## src/hdl/pseudo_des_counter_rng_core_macros.svh

```systemverilog
// assertion macros for the pseudo-des counter rng core
// used by modules that carry clk and arst_n; no other dependencies
`ifndef PSEUDO_DES_COUNTER_RNG_CORE_MACROS_SVH
`define PSEUDO_DES_COUNTER_RNG_CORE_MACROS_SVH

`ifndef NO_ASSERTIONS

// condition that holds at every clock edge outside reset
`define PSDES_ASSERT(lbl, cond, msg) \
	lbl: assert property (@(posedge clk) disable iff (!arst_n) (cond)) else $error(msg);

// trigger implies outcome in the cycle after it
`define PSDES_ASSERT_NEXT(lbl, trig, outcome, msg) \
	lbl: assert property (@(posedge clk) disable iff (!arst_n) (trig) |=> (outcome)) \
		else $error(msg);

`else

`define PSDES_ASSERT(lbl, cond, msg)
`define PSDES_ASSERT_NEXT(lbl, trig, outcome, msg)

`endif

`endif

```

## src/hdl/psdes_pkg.sv

```systemverilog
// shared types and constants of the pseudo-des counter rng
// no dependencies
package psdes_pkg;

	localparam int unsigned ROUND_COUNT = 4;
	localparam int unsigned WORD_W      = 32;
	localparam int unsigned HALF_W      = 16;
	localparam int unsigned FRAC_W      = 23;

	// register indexes of the configuration port
	localparam logic CFG_KEY_SEED     = 1'b0;
	localparam logic CFG_COUNTER_SEED = 1'b1;

	localparam logic [WORD_W-1:0] XOR_IN [ROUND_COUNT] = '{
		32'hBAA96887, 32'h1E17D32C, 32'h03BCDC3C, 32'h0F33D1B2
	};
	localparam logic [WORD_W-1:0] XOR_OUT [ROUND_COUNT] = '{
		32'h4B0F3B58, 32'hE874F0C3, 32'h6955C5A6, 32'h55A7CA46
	};

	// one feistel block in flight between cells
	typedef struct packed {
		logic              valid;
		logic [WORD_W-1:0] left;
		logic [WORD_W-1:0] right;
	} beat_t;

endpackage

```

## src/hdl/psdes_state.sv

```systemverilog
// seed registers and the key/counter pair that feed the round chain
// depends on psdes_pkg and the assertion macro header
`include "pseudo_des_counter_rng_core_macros.svh"

module psdes_state (
	input  logic                         clk,
	input  logic                         arst_n,
	input  logic                         cfg_fire,
	input  logic                         cfg_index,
	input  logic [psdes_pkg::WORD_W-1:0] cfg_data,
	input  logic                         draw_fire,
	input  logic                         restart,
	output psdes_pkg::beat_t             beat_out
);

	logic [psdes_pkg::WORD_W-1:0] key_seed_q, counter_seed_q;
	logic [psdes_pkg::WORD_W-1:0] key_q, counter_q;
	logic [psdes_pkg::WORD_W-1:0] key_cur, counter_cur, counter_nxt;

	always_ff @(posedge clk or negedge arst_n) begin
		if (!arst_n) begin
			key_seed_q     <= '0;
			counter_seed_q <= '0;
		end else if (cfg_fire) begin
			case (cfg_index)
				psdes_pkg::CFG_KEY_SEED:     key_seed_q     <= cfg_data;
				psdes_pkg::CFG_COUNTER_SEED: counter_seed_q <= cfg_data;
				default: ;
			endcase
		end
	end

	// restart reloads before this draw is hashed
	assign key_cur     = restart ? key_seed_q : key_q;
	assign counter_cur = restart ? counter_seed_q : counter_q;
	assign counter_nxt = counter_cur + 32'd1;

	always_ff @(posedge clk or negedge arst_n) begin
		if (!arst_n) begin
			key_q     <= '0;
			counter_q <= '0;
		end else if (draw_fire) begin
			counter_q <= counter_nxt;
			// counter wrap carries into the key
			key_q     <= key_cur + 32'(counter_nxt == '0);
		end
	end

	assign beat_out.valid = draw_fire;
	assign beat_out.left  = key_cur;
	assign beat_out.right = counter_cur;

	`PSDES_ASSERT_NEXT(a_restart_load, draw_fire && restart, counter_q == $past(counter_seed_q) + 32'd1, "counter not reloaded from seed")
	`PSDES_ASSERT_NEXT(a_count_step, draw_fire && !restart, counter_q == $past(counter_q) + 32'd1, "counter did not step")
	`PSDES_ASSERT_NEXT(a_idle_hold, !draw_fire, $stable(key_q) && $stable(counter_q), "state moved without a draw")

endmodule

```

## config.mk

```make
export PLATFORM = sky130hd
export DESIGN_NAME = psdes_state
export DESIGN_NICKNAME = d
export VERILOG_FILES = /design/src/hdl/psdes_pkg.sv /design/src/hdl/psdes_state.sv
export VERILOG_INCLUDE_DIRS = /design/src /design/src/hdl
export SDC_FILE = /design/constraint.sdc
export NUM_CORES = 1
export LEC_CHECK = 0
export ABC_CLOCK_PERIOD_IN_PS = 3700
export BUFFER_PORTS_ARGS = -buffer_cell sky130_fd_sc_hd__buf_4
export CAP_MARGIN = 25
export CORE_MARGIN = 10
export CORE_UTILIZATION = 45
export DETAILED_ROUTE_END_ITERATION = 12
export PLACE_DENSITY = 0.72
export SYNTH_ARGS = -nofsm -noshare
export SYNTH_HDL_FRONTEND = slang
export SYNTH_SLANG_ARGS = --single-unit
```

## constraint.sdc

```tcl
create_clock -name clk -period 3.7 [get_ports clk]
set_input_delay 1.11 -clock clk [delete_from_list [all_inputs] [get_ports clk]]
set_output_delay 1.11 -clock clk [all_outputs]
set_load 0.005 [all_outputs]
```

-- Word level (Yosys, flattened, before mapping)
Index checks and enable logic that the tools add are counted.
- flip-flop bits (word level): 128
- bits of input ports: 38
- output and inout port bits: 65
- word-level logic and storage cells: 12
- add/subtract/negate cells: 2
- multiplexer cells: 2
- bitwise logic cells: 1
- reduce and logical (&&, ||, !) cells: 3
- operators by type and width (operator ; number):
    $mux 32 ; 2
    $add 32x1->32 ; 1
    $add 32x1->32 const B ; 1
    $logic_not 32->1 ; 1
    $reduce_and 2->1 ; 2
    $not 1->1 ; 1

-- Longest topological paths before layout
- depth in word-level cells: 4
- gate-level depth with buffers: 26
- gate-level depth less buffers: 18

-- Least setup slack after synthesis
No wires, ideal clock.
- kind: input port to flip-flop
- start point: in restart
- end point: reg key_q[30] (netlist name)
- library setup time: 0.125 ns
- data arrival time: 5.923 ns
- data required time: 3.575 ns
- setup slack: -2.348 ns
- stages: 25
- path buffers: 8
- cell sequence: buf_6 -> buf_6 -> buf_6 -> buf_6 -> buf_4 -> buf_2 -> buf_2 -> mux2_2 -> ha_1 -> nand4_1 -> nand2_1 -> and4_1 -> buf_2 -> and2_4 -> or3_1 -> a2111o_1 -> nor4_2 -> ha_1 -> ha_1 -> nand2_1 -> nor4_4 -> nand3_2 -> nor3_2 -> xnor2_1 -> mux2_2
- RTL lines (element ; RTL line ; RTL):
    start, declared ; psdes_state.sv:12 ; input logic restart,
    end signal, assigned ; psdes_state.sv:45 ; key_q <= key_cur + 32'(counter_nxt == '0);
    end, declared ; psdes_state.sv:17 ; logic [psdes_pkg::WORD_W-1:0] key_q, counter_q;

-- Worst setup path after layout
- start point: in restart
- end point: reg key_q[25] (netlist name)
- cells in the longest elaborated chain, start to end: 4
- elaborated cells between the ends (all ways): 5
- classes of those cells: add/sub: 2; mux: 2; reduce/logical: 1
- RTL lines (element ; RTL line ; RTL):
    $mux 32 ; psdes_state.sv:35 ; assign counter_cur = restart ? counter_seed_q : counter_q;
    $add 32x1->32 ; psdes_state.sv:36 ; assign counter_nxt = counter_cur + 32'd1;
    $logic_not 32->1 ; psdes_state.sv:45 ;
    $add 32x1->32 (*) ; psdes_state.sv:45 ;
Every way passes the cells marked *; elsewhere a longest branch is shown, timed or not.
A chain may end at the register's enable or synchronous reset.

==> impl_metrics.yaml <==
run_status:
  outcome: "complete, but fails checks"
  violations: "negative setup slack"
worst_setup_path:
  criticalPathCategory: "input pin to flip-flop"
  arrival_ps: 4790
  r2r_start: "counter_q[0]$_DFFE_PN0P_"
  cp_max_fo: 12
  critPathRequiredTime_ps: 4010
  startpoint_type: "input pin"
  setup.worst_path.end_class: "flip-flop"
  crit_path_start: "restart"
cells_and_area:
  final_area_mm2: 0.0106
  final_cell_mix: "254 x buf_4, 132 x mux2_2, 128 x dfrtp_1"
  fin_cells: 1159
  synthToLayoutAreaGrowth_pct: 41.0
  drive_gt1_frac: 0.536
  layout.nets: 968
  fin_util: 0.643
  layout_commonest_cell: "buf_4"
  antenna_cells: 0
yosys:
  syn_avg_cell_area_um2: 11.1
  netlist-cell-type-count: 63
  synthArstFlopShare: 1.00
  synth-seq-cells: 128
  syn_inst: 677
  syn_nets: 719
  synth_edf_count: 0
  yosysSeqAreaShare: 0.427
  yosysWarnings: 0
  synth-main-ff-cell: "dfrtp_1"
  syn_area_mm2: 0.00751
drt:
  finalWirelength_mm: 22.7
  drtIter0Drc: 515
  met3WireLength_mm: 1.15
  routedWlPerCell_um: 19.6
  vias: 6363
  vias_per_cell: 5.49
  route.detailed.drc: 0
  drt_pre_antenna_iters: 6
  dr_wl_met2_mm: 11.4
  top_layer: "met4"
  ant_nets: 0
  drt-met1-wl_mm: 9.64
placed_design:
  io_buffers: 102
  placed_area_mm2: 0.00948
  hpwl_mm: 16.0
  dp.cells: 1101
  dpl_worst_slack_ps: -1260
  gp_congestion: 0.924
timing:
  slew_headroom: 0.443
  fin_ws_ps: -783
  finalCritPeriodShare: 1.21
  fin_hold_ws_ps: 480
  max_clock_freq_mhz: 223
  final-hold-violation-count: 0
  worst_clock_skew_ps: 9.33
  finalSetupTns_ps: -17270
  setup_viol: 31
  min_period_ps: 4480
  worstMarginPinSlew_ps: 836
  slew_viol_final: 0
  rsz0062_at_grt: "yes"
floorplan:
  die-area_mm2: 0.0222
  initial_core_util: 0.456
  dieWidth_um: 149
  rows: 47
  fp.dieH_um: 149
  coreArea_mm2: 0.0165
  io_pins: 103
power_and_ir_drop:
  internal_power_mw: 3.77
  pwr_density_cell_mw_per_mm2: 523
  switching_share: 0.318
  p_leak_nw: 4.89
  power.share.sequential: 0.350
  clockPowerShare: 0.301
  peakVddDrop_mv: 0.381
  p_comb_frac: 0.349
  finalPower_mw: 5.54
  power.net_switching_mw: 1.76
cts:
  numCtsBuffers: 17
  numClockSinks: 128
  cts_tree: "yes"
  path_clk_slew_ps: 60
  ctsHoldBuffers: 0
  clock_latency_ps: 430
  h-tree-depth: 4
  cts_buffer_depth: 2
  root_buffer: "clkbuf_16"
grt:
  track_usage: 0.196
  grt_pass1_vias: 6673
  antenna_found_initial: 0
  grt_max_degree: 84
  overflow: 0
  grt_pass1_wl_mm: 34.9
min_path:
  min_path_type: "flip-flop to flip-flop"
  hold_start: "key_q[17]$_DFFE_PN0P_"
flow_run:
  max_cap_violations: 0
-- power by group through the flow --
stage	registers [mW]	logic [mW]	clock network [mW]
floorplan	1.87	0.954	0
global placement	1.92	1.77	0
detailed placement	1.94	1.82	0
CTS	1.93	1.87	1.68
global route	1.97	2.09	1.73
finish	1.94	1.93	1.67
-- cells by family (layout without fill, tap and decap cells) --
kind of cell	count (synthesis)	after routing	share of synthesized area
multiplexers	177	177	0.261
AND/OR/NAND/NOR	176	176	0.137
flip-flops	128	128	0.427
buffers and inverters	71	333	0.0472
AO/OA/AOI/OAI	66	66	0.0582
XOR/XNOR	55	55	0.0642
adder cells (fa/ha/maj)	4	4	0.00667
-- repair_timing --
action / 4_1_cts / 5_1_grt
endpoints found under the setup margin: 31 / 32
cloned: 0 / 1
pin swaps: 21 / 25
hold endpoints to repair: 0 / 0
gates resized for setup: 30 / 34
buffers inserted: 14 / 11
-- synth_stat cells, types with 7 or more instances --
cell,n,area share
mux2_2,139,0.21
dfrtp_1,128,0.43
xnor2_1,43,0.050
nand2_1,42,0.021
inv_1,36,0.018
mux2i_1,36,0.048
nand3_1,33,0.022
o21ai_0,19,0.013
nor2_1,18,0.0090
nand4_1,15,0.013
xor2_1,12,0.014
clkbuf_1,11,0.0055
nand3b_1,11,0.011
a21oi_1,10,0.0067
and3_1,7,0.0058
buf_2,7,0.0047
nor3_1,7,0.0047
-- layout make-up --
cell class	instances	area, um^2
timing repair buffer	264	2080
tap	220	275
clock buffer	18	439
sequential	128	3200
fill	1233	5880
inverter	37	139
multi-input combinational	478	4300
clock inverter	14	141
-- final timing paths --
kind | to | cells after the start | slack (ps)
hold / removal | key_q[17]$_DFFE_PN0P_ | 1 | 480
hold reg to reg | key_q[17]$_DFFE_PN0P_ | 1 | 480
min in group asynchronous | key_seed_q[6]$_DFFE_PN0P_ | 1 | 590
setup reg to reg | key_q[25]$_DFFE_PN0P_ | 21 | -340
max in group asynchronous | key_q[30]$_DFFE_PN0P_ | 2 | 2360
setup / recovery | key_q[25]$_DFFE_PN0P_ | 21 | -780
-- layer usage --
layer  vias up  global-route usage
met5         -                   0
met3        51              0.0449
met1      3162               0.239
met4         0              0.0805
li1       2917                   -
met2       233               0.329
-- critical path: stages --
cell and delay (ps):
buf_12 110, buf_12 130, buf_12 140, nand3b_1 200
a211oi_2 270, and4_4 270, buf_4 110, buf_4 110
nand4_1 140, mux2i_1 240, a22oi_2 110, nor4_2 250
buf_4 180, ha_4 140, a21boi_4 170, nor4b_4 320
nand3_2 170, buf_6 170, nor2_4 100, xnor2_2 80
mux2_4 250
-- flip-flops by register name, indices dropped and copies added (netlist names) --
signal,cells
counter_q,32
counter_seed_q,32
key_q,32
key_seed_q,32
Note: power is estimated with default switching activity, not from simulation.
