File: config.mk
export PLATFORM = sky130hd
export DESIGN_NAME = psdes_round_cell
export DESIGN_NICKNAME = d
export VERILOG_FILES = /design/src/hdl/pseudo_des_counter_rng_core_macros.svh /design/src/hdl/psdes_pkg.sv /design/src/hdl/psdes_round_cell.sv
export SDC_FILE = /design/constraint.sdc
export NUM_CORES = 2
export LEC_CHECK = 0
export ABC_AREA = 0
export BUFFER_PORTS_ARGS = -buffer_cell sky130_fd_sc_hd__buf_2
export CAP_MARGIN = 40
export CORE_MARGIN = 2
export CORE_UTILIZATION = 30
export CTS_CLUSTER_DIAMETER = 50
export CTS_CLUSTER_SIZE = 40
export DETAILED_ROUTE_END_ITERATION = 16
export HOLD_SLACK_MARGIN = 0.1
export PLACE_DENSITY_LB_ADDON = 0.15
export SLEW_MARGIN = 20
export SYNTH_ARGS = -nofsm -noshare
export SYNTH_HDL_FRONTEND = slang
export SYNTH_SLANG_ARGS = --single-unit
File: constraint.sdc
create_clock -name clk -period 4.83 [get_ports clk]
set_input_delay 0.966 -clock clk [delete_from_list [all_inputs] [get_ports clk]]
set_output_delay 0.966 -clock clk [all_outputs]
set_load 0.02 [all_outputs]
File: src/hdl/pseudo_des_counter_rng_core_macros.svh
// assertion macros for the pseudo-des counter rng core
// used by modules that carry clk and arst_n; no other dependencies
`ifndef PSEUDO_DES_COUNTER_RNG_CORE_MACROS_SVH
`define PSEUDO_DES_COUNTER_RNG_CORE_MACROS_SVH

`ifndef NO_ASSERTIONS

// condition that holds at every clock edge outside reset
`define PSDES_ASSERT(lbl, cond, msg) \
	lbl: assert property (@(posedge clk) disable iff (!arst_n) (cond)) else $error(msg);

// trigger implies outcome in the cycle after it
`define PSDES_ASSERT_NEXT(lbl, trig, outcome, msg) \
	lbl: assert property (@(posedge clk) disable iff (!arst_n) (trig) |=> (outcome)) \
		else $error(msg);

`else

`define PSDES_ASSERT(lbl, cond, msg)
`define PSDES_ASSERT_NEXT(lbl, trig, outcome, msg)

`endif

`endif

File: src/hdl/psdes_pkg.sv
// shared types and constants of the pseudo-des counter rng
// no dependencies
package psdes_pkg;

	localparam int unsigned ROUND_COUNT = 4;
	localparam int unsigned WORD_W      = 32;
	localparam int unsigned HALF_W      = 16;
	localparam int unsigned FRAC_W      = 23;

	// register indexes of the configuration port
	localparam logic CFG_KEY_SEED     = 1'b0;
	localparam logic CFG_COUNTER_SEED = 1'b1;

	localparam logic [WORD_W-1:0] XOR_IN [ROUND_COUNT] = '{
		32'hBAA96887, 32'h1E17D32C, 32'h03BCDC3C, 32'h0F33D1B2
	};
	localparam logic [WORD_W-1:0] XOR_OUT [ROUND_COUNT] = '{
		32'h4B0F3B58, 32'hE874F0C3, 32'h6955C5A6, 32'h55A7CA46
	};

	// one feistel block in flight between cells
	typedef struct packed {
		logic              valid;
		logic [WORD_W-1:0] left;
		logic [WORD_W-1:0] right;
	} beat_t;

endpackage

File: src/hdl/psdes_round_cell.sv
// one feistel round of the pseudo-des hash, two register stages
// depends on psdes_pkg
module psdes_round_cell #(
	parameter int unsigned ROUND = 0
) (
	input  logic            clk,
	input  logic            arst_n,
	input  logic            en,
	input  psdes_pkg::beat_t beat_in,
	output psdes_pkg::beat_t beat_out
);

	localparam logic [psdes_pkg::WORD_W-1:0] KIN  = psdes_pkg::XOR_IN[ROUND];
	localparam logic [psdes_pkg::WORD_W-1:0] KOUT = psdes_pkg::XOR_OUT[ROUND];

	logic [psdes_pkg::WORD_W-1:0] a;
	logic [psdes_pkg::HALF_W-1:0] lo, hi;

	logic                         valid_s1;
	logic [psdes_pkg::WORD_W-1:0] left_s1, right_s1;
	logic [psdes_pkg::WORD_W-1:0] ll_s1, hh_s1, lh_s1;

	logic [psdes_pkg::WORD_W-1:0] b, swapped, f;

	logic                         valid_s2;
	logic [psdes_pkg::WORD_W-1:0] left_s2, right_s2;

	assign a  = beat_in.right ^ KIN;
	assign lo = a[psdes_pkg::HALF_W-1:0];
	assign hi = a[psdes_pkg::WORD_W-1:psdes_pkg::HALF_W];

	// stage 1: the three half squares and products
	always_ff @(posedge clk or negedge arst_n) begin
		if (!arst_n) begin
			valid_s1 <= 1'b0;
		end else if (en) begin
			valid_s1 <= beat_in.valid;
		end
	end

	always_ff @(posedge clk) begin
		if (en) begin
			left_s1  <= beat_in.left;
			right_s1 <= beat_in.right;
			ll_s1    <= 32'(lo) * 32'(lo);
			hh_s1    <= 32'(hi) * 32'(hi);
			lh_s1    <= 32'(lo) * 32'(hi);
		end
	end

	// stage 2: combine, swap halves, mix into the left half
	assign b       = ll_s1 + ~hh_s1;
	assign swapped = {b[psdes_pkg::HALF_W-1:0], b[psdes_pkg::WORD_W-1:psdes_pkg::HALF_W]};
	assign f       = (swapped ^ KOUT) + lh_s1;

	always_ff @(posedge clk or negedge arst_n) begin
		if (!arst_n) begin
			valid_s2 <= 1'b0;
		end else if (en) begin
			valid_s2 <= valid_s1;
		end
	end

	always_ff @(posedge clk) begin
		if (en) begin
			left_s2  <= right_s1;
			right_s2 <= left_s1 ^ f;
		end
	end

	assign beat_out.valid = valid_s2;
	assign beat_out.left  = left_s2;
	assign beat_out.right = right_s2;

endmodule

## After elaboration in Yosys (flattened, before gate mapping)

Cells that the tools add are included.

- Bitwise gates (word level): 4
- Multipliers: 3
- $add $sub $neg: 2

Operator list:

| cell | count |
|---|---|
| $mul A16 B16 Y32 | 3 |
| $add A32 B32 Y32 | 2 |
| $not A16 Y16 | 2 |
| $not A32 Y32 | 1 |
| $xor A32 B32 Y32 | 1 |

- Input bits: 68
- Output and inout port bits: 65
- Logic and storage cells: 18
- Flip-flop bits (word level): 226

## Logic depth before layout (Yosys ltp)

- Depth after elaboration: 5
- Mapped depth: 26

## Least setup slack after synthesis

No wires, ideal clock.

- Path type: input to register
- Start: input beat_in[17] (netlist name)
- End: register lh_s1[30] (netlist name), data pin
- Cell stages on the path: 22
- Library setup time: 0.258 ns
- Setup slack: -2.342 ns
- Arrival time: 6.914 ns
- Path through: clkbuf_1 > clkbuf_1 > nand2_1 > fa_1 > fa_1 > fa_1 > fa_1 > inv_1 > fa_1 > inv_1 > fa_1 > inv_1 > ha_1 > a211oi_1 > o21bai_1 > a211oi_1 > o21ai_0 > o31ai_1 > o21ai_0 > a211o_1 > a21oi_1 > xnor2_1

- Cells in the longest elaborated chain, start to end: 1

Ends and longest elaborated chain:

| what | line | text |
|---|---|---|
| start, declared | psdes_round_cell.sv:9 | `input psdes_pkg::beat_t beat_in,` |
| $mul A16 B16 Y32 | psdes_round_cell.sv:47 | `lh_s1 <= 32'(lo) * 32'(hi);` |
| end signal, assigned | psdes_round_cell.sv:47 |  |
| end, declared | psdes_round_cell.sv:21 | `logic [psdes_pkg::WORD_W-1:0] ll_s1, hh_s1, lh_s1;` |

Every way passes these cells.
A chain may end at the register's enable or synchronous reset.

## Final worst setup path

- Start: input beat_in[27] (netlist name)
- End: register hh_s1[27] (netlist name), data pin

- Cells in the longest elaborated chain, start to end: 2

Ends and longest elaborated chain:

| what | line | text |
|---|---|---|
| $not A16 Y16 (no line) | -- |  |
| $mul A16 B16 Y32 | psdes_round_cell.sv:46 | `hh_s1 <= 32'(hi) * 32'(hi);` |
| end signal, assigned | psdes_round_cell.sv:46 |  |
| end, declared | psdes_round_cell.sv:21 |  |

Every way passes these cells.

==> impl_results.md <==
- Run status: finished, violations left
- Failing checks: setup timing
- GRT overflow: 0
- Unique masters post-synth: 67
- Crit-path cells: buf_6 > or2_4 > fa_2 > inv_2 > fa_1 > fa_1 > fa_2 > fa_1 > inv_1 > fa_1 > inv_2 > ha_4 > buf_6 > a21oi_4 > o21bai_1 > a22o_1 > o41ai_4 > nand3b_1 > o21ai_2 > nand2b_4 > nor2b_4 > xnor2_1 > buf_4
- Gate Count Post-Synth: between 3000 and 4000
- Clk_skew: 37.86 ps
- CTS tree: done
- Top Usage Layer GRT: met2
- I/O pin cnt: around 130
- Top FF cell, synth: edfxtp_1
- Mapped Nets: about 4300
- First-pass DRT Iterations: 5
- Drc violations: 0
- Vias after detailed routing: between 20000 and 30000
- Slew @ Worst Pin: 634.7 ps
- Clock sinks: 224
- Total Routed Length: between 100 and 150 mm
- Hold Crit Class: in2async
- Place WS: -2198 ps
- M1 GR Usage: 26.97%
- Pin count of the biggest net entering global routing: 74
- GR Util met3: around 2.2%
- Diode count: 0
- RSZ-0062 raised after global routing: true
- Sequential area share after synthesis: 20.44%
- Initial antenna violation count: 0
- Max-capacitance violation count: 0
- Post-synth top area cell: fa_1
- Crit start category: primary input
- # setup viols final: 70
- Largest stage delay on the critical path: 570 ps
- Reg2Reg Capture Point: right_s2[31]
- IO buf count: 132
- Critical setup path kind: in2reg
- Relative slew margins: 57.38%
- Initial core utilization: 30.23%
- Setup WS post-layout: -1285 ps
- Clock Latency Late Sink: 620 ps
- R2R setup slack: -70 ps
- Post-Syn Area: 32860 µm²
- Post-DRT Antenna Nets: 0
- Clk slew on worst S/H paths: 60 ps
- Die Ht: 334.9 µm
- Kind of end point of the critical path: flip-flop
- Fmax: 163.5 MHz
- Row count: 121
- Layout cells sized above 1: a little under two fifths
- Fin. Hold Viols: 0
- Final Max Slew Viols: 0
- Final core utilization: 42.91%
- Clk buf depth: 3
- CTS buffer count: 41
- Vias in the first global route: around 27000
- Async set or reset register ratio after synthesis: less than 1%
- Area Overhead vs Synth: 41.96%
- Vias per Instance: 4.442
- RR Startpoint: hh_s1[9]
- RePlAce Congestion: 0.8511
- CP dominant cell by count: fa_1
- Period utilization: 126.6%
- Fin crit period: around 6100 ps
- Arrival time worst endpoint: 6490 ps
- Post-DP Area: 41030 µm²
- Core footprint: ~110000 µm²
- CP max stage cell: fa_2
- DR iter-0 viols: 940
- Synthesis-stage register bit count: 224
- Root buf cell: clkbuf_16
- DIE AREA: 112200 µm²
- Cells taking the most area after synthesis: fa_1, edfxtp_1, ha_1
- Area share of the largest cell type after synthesis: 31.68%
- Dpl hpwl: 84.38 mm
- Nets: 5137
- Total GRT Usage: 19.10%
- Mean post-synth cell area: slightly below 10 µm²
- Fin area: 46650 µm²
- Yosys warning total: 0
- Fillers: between 10000 and 15000
- Routing usage on met2: between 30% and 40%
- CTS H-tree lvls: 2
- R2R depth: 22
- Crit-path max FO: 9
- Avg WL per Cell: between 15 and 20 µm
- First-pass GRT wire length: between 150 and 200 mm
- EDFF count, synth: 222
- Die width: 334.9 µm
- Critical path data required time: roughly 5200 ps
cells in the mapped netlist, types with 13 or more instances:
cell        n
inv_1     760
o21bai_1   23
ha_1      365
nor2_1    175
nor3_1     13
a21oi_1   126
a21o_1     85
edfxtp_1  222
fa_1      520
nand2_1   248
nor2b_1    86
and2_1     54
nand2b_1   63
o21ai_0    62
xor2_1     56
and3_1     13
or2_2      36
xnor2_1   137
a211oi_1   13
nand3_1    23
o21a_1     17
clkbuf_1   95
critical path, delay by kind of cell:
kind	cells	cell delay [ps]
adders and majority gates	7	3260
and+or+nand+nor	4	700
buffers and inverters	6	540
xor gates and xnor gates	1	70
AOI/OAI and AO/OA	5	950
final cells by class:
class | count | area [µm²] | share of cell area [%]
clock inverter | 32 | 381.6 | 0.8181
inverter | 769 | 2948 | 6.320
tap | 1414 | 1769 | 3.793
multi-input combinational | 2223 | 25730 | 55.15
timing repair buffer | 925 | 8070 | 17.30
clock buffer | 43 | 1033 | 2.216
sequential | 224 | 6716 | 14.40
through the flow:
step | std cells | hold slack [ps] | setup TNS [ps]
after floorplan | 3318 | 400.3 | -67010
after global placement | 5424 | 400.4 | -124950
after detailed placement | 5424 | 405.2 | -124500
after CTS | 5595 | 107.7 | -55800
after global routing | 5630 | 121.7 | -70450
final | 5630 | 153.6 | -59710
repair_timing:
item / 4_1_cts / 5_1_grt
gates resized for setup: 534 / 186
endpoints found under the setup margin: 85 / 82
gates cloned: 9 / 1
hold buffers: 0 / 0
pin swaps: 242 / 173
buffers inserted: 104 / 53
state kept, by name (all words and copies together) (netlist names):
signal	count
hh_s1	31
left_s1	32
left_s2	32
lh_s1	32
ll_s1	31
right_s1	32
right_s2	32
valid_s1	1
valid_s2	1
cells by family after synthesis:
group | count (synthesis) | synth area share [%]
xor gates and xnor gates | 193 | 5.145
DFF | 224 | 20.44
muxes | 3 | 0.1028
adders and majority gates | 885 | 45.58
AOI/OAI and AO/OA | 405 | 8.023
and+or+nand+nor | 737 | 10.74
buffers and inverters | 871 | 9.965
routing by layer:
layer | routed length [µm] | up-vias | part of all wire (%)
met5 | 0 | - | 0
met4 | 2924 | 0 | 2.8
met3 | 3572 | 113 | 3.4
met2 | 48120 | 394 | 46
met1 | 50350 | 12360 | 48
li1 | - | 12140 | -
layout by cell type, fill, tap and decap left out, types with 47 or more instances in the layout:
cell      count
inv_1       681
buf_4       644
fa_1        488
ha_1        299
edfxtp_1    222
nand2_1     212
nor2_1      144
buf_2       103
xnor2_1     101
buf_6        96
a21o_1       85
inv_2        74
a21oi_1      72
nor2b_1      69
buf_12       51
ha_4         50
xor2_1       47
worst max path at each step:
stage                      from   endpoint  slack (ps)  cells past startpoint
floorplan            beat_in[3]  ll_s1[30]       -1700                     26
global route         beat_in[1]  ll_s1[30]       -1480                     26
detailed placement   beat_in[9]  ll_s1[30]       -2200                     22
CTS                 beat_in[19]  hh_s1[30]       -1220                     27
global placement     beat_in[9]  ll_s1[30]       -2190                     22
finish              beat_in[27]  hh_s1[27]       -1280                     23
Power is not shown: default switching activity piles up to over one toggle a cycle in this logic, so the estimate is an artifact.
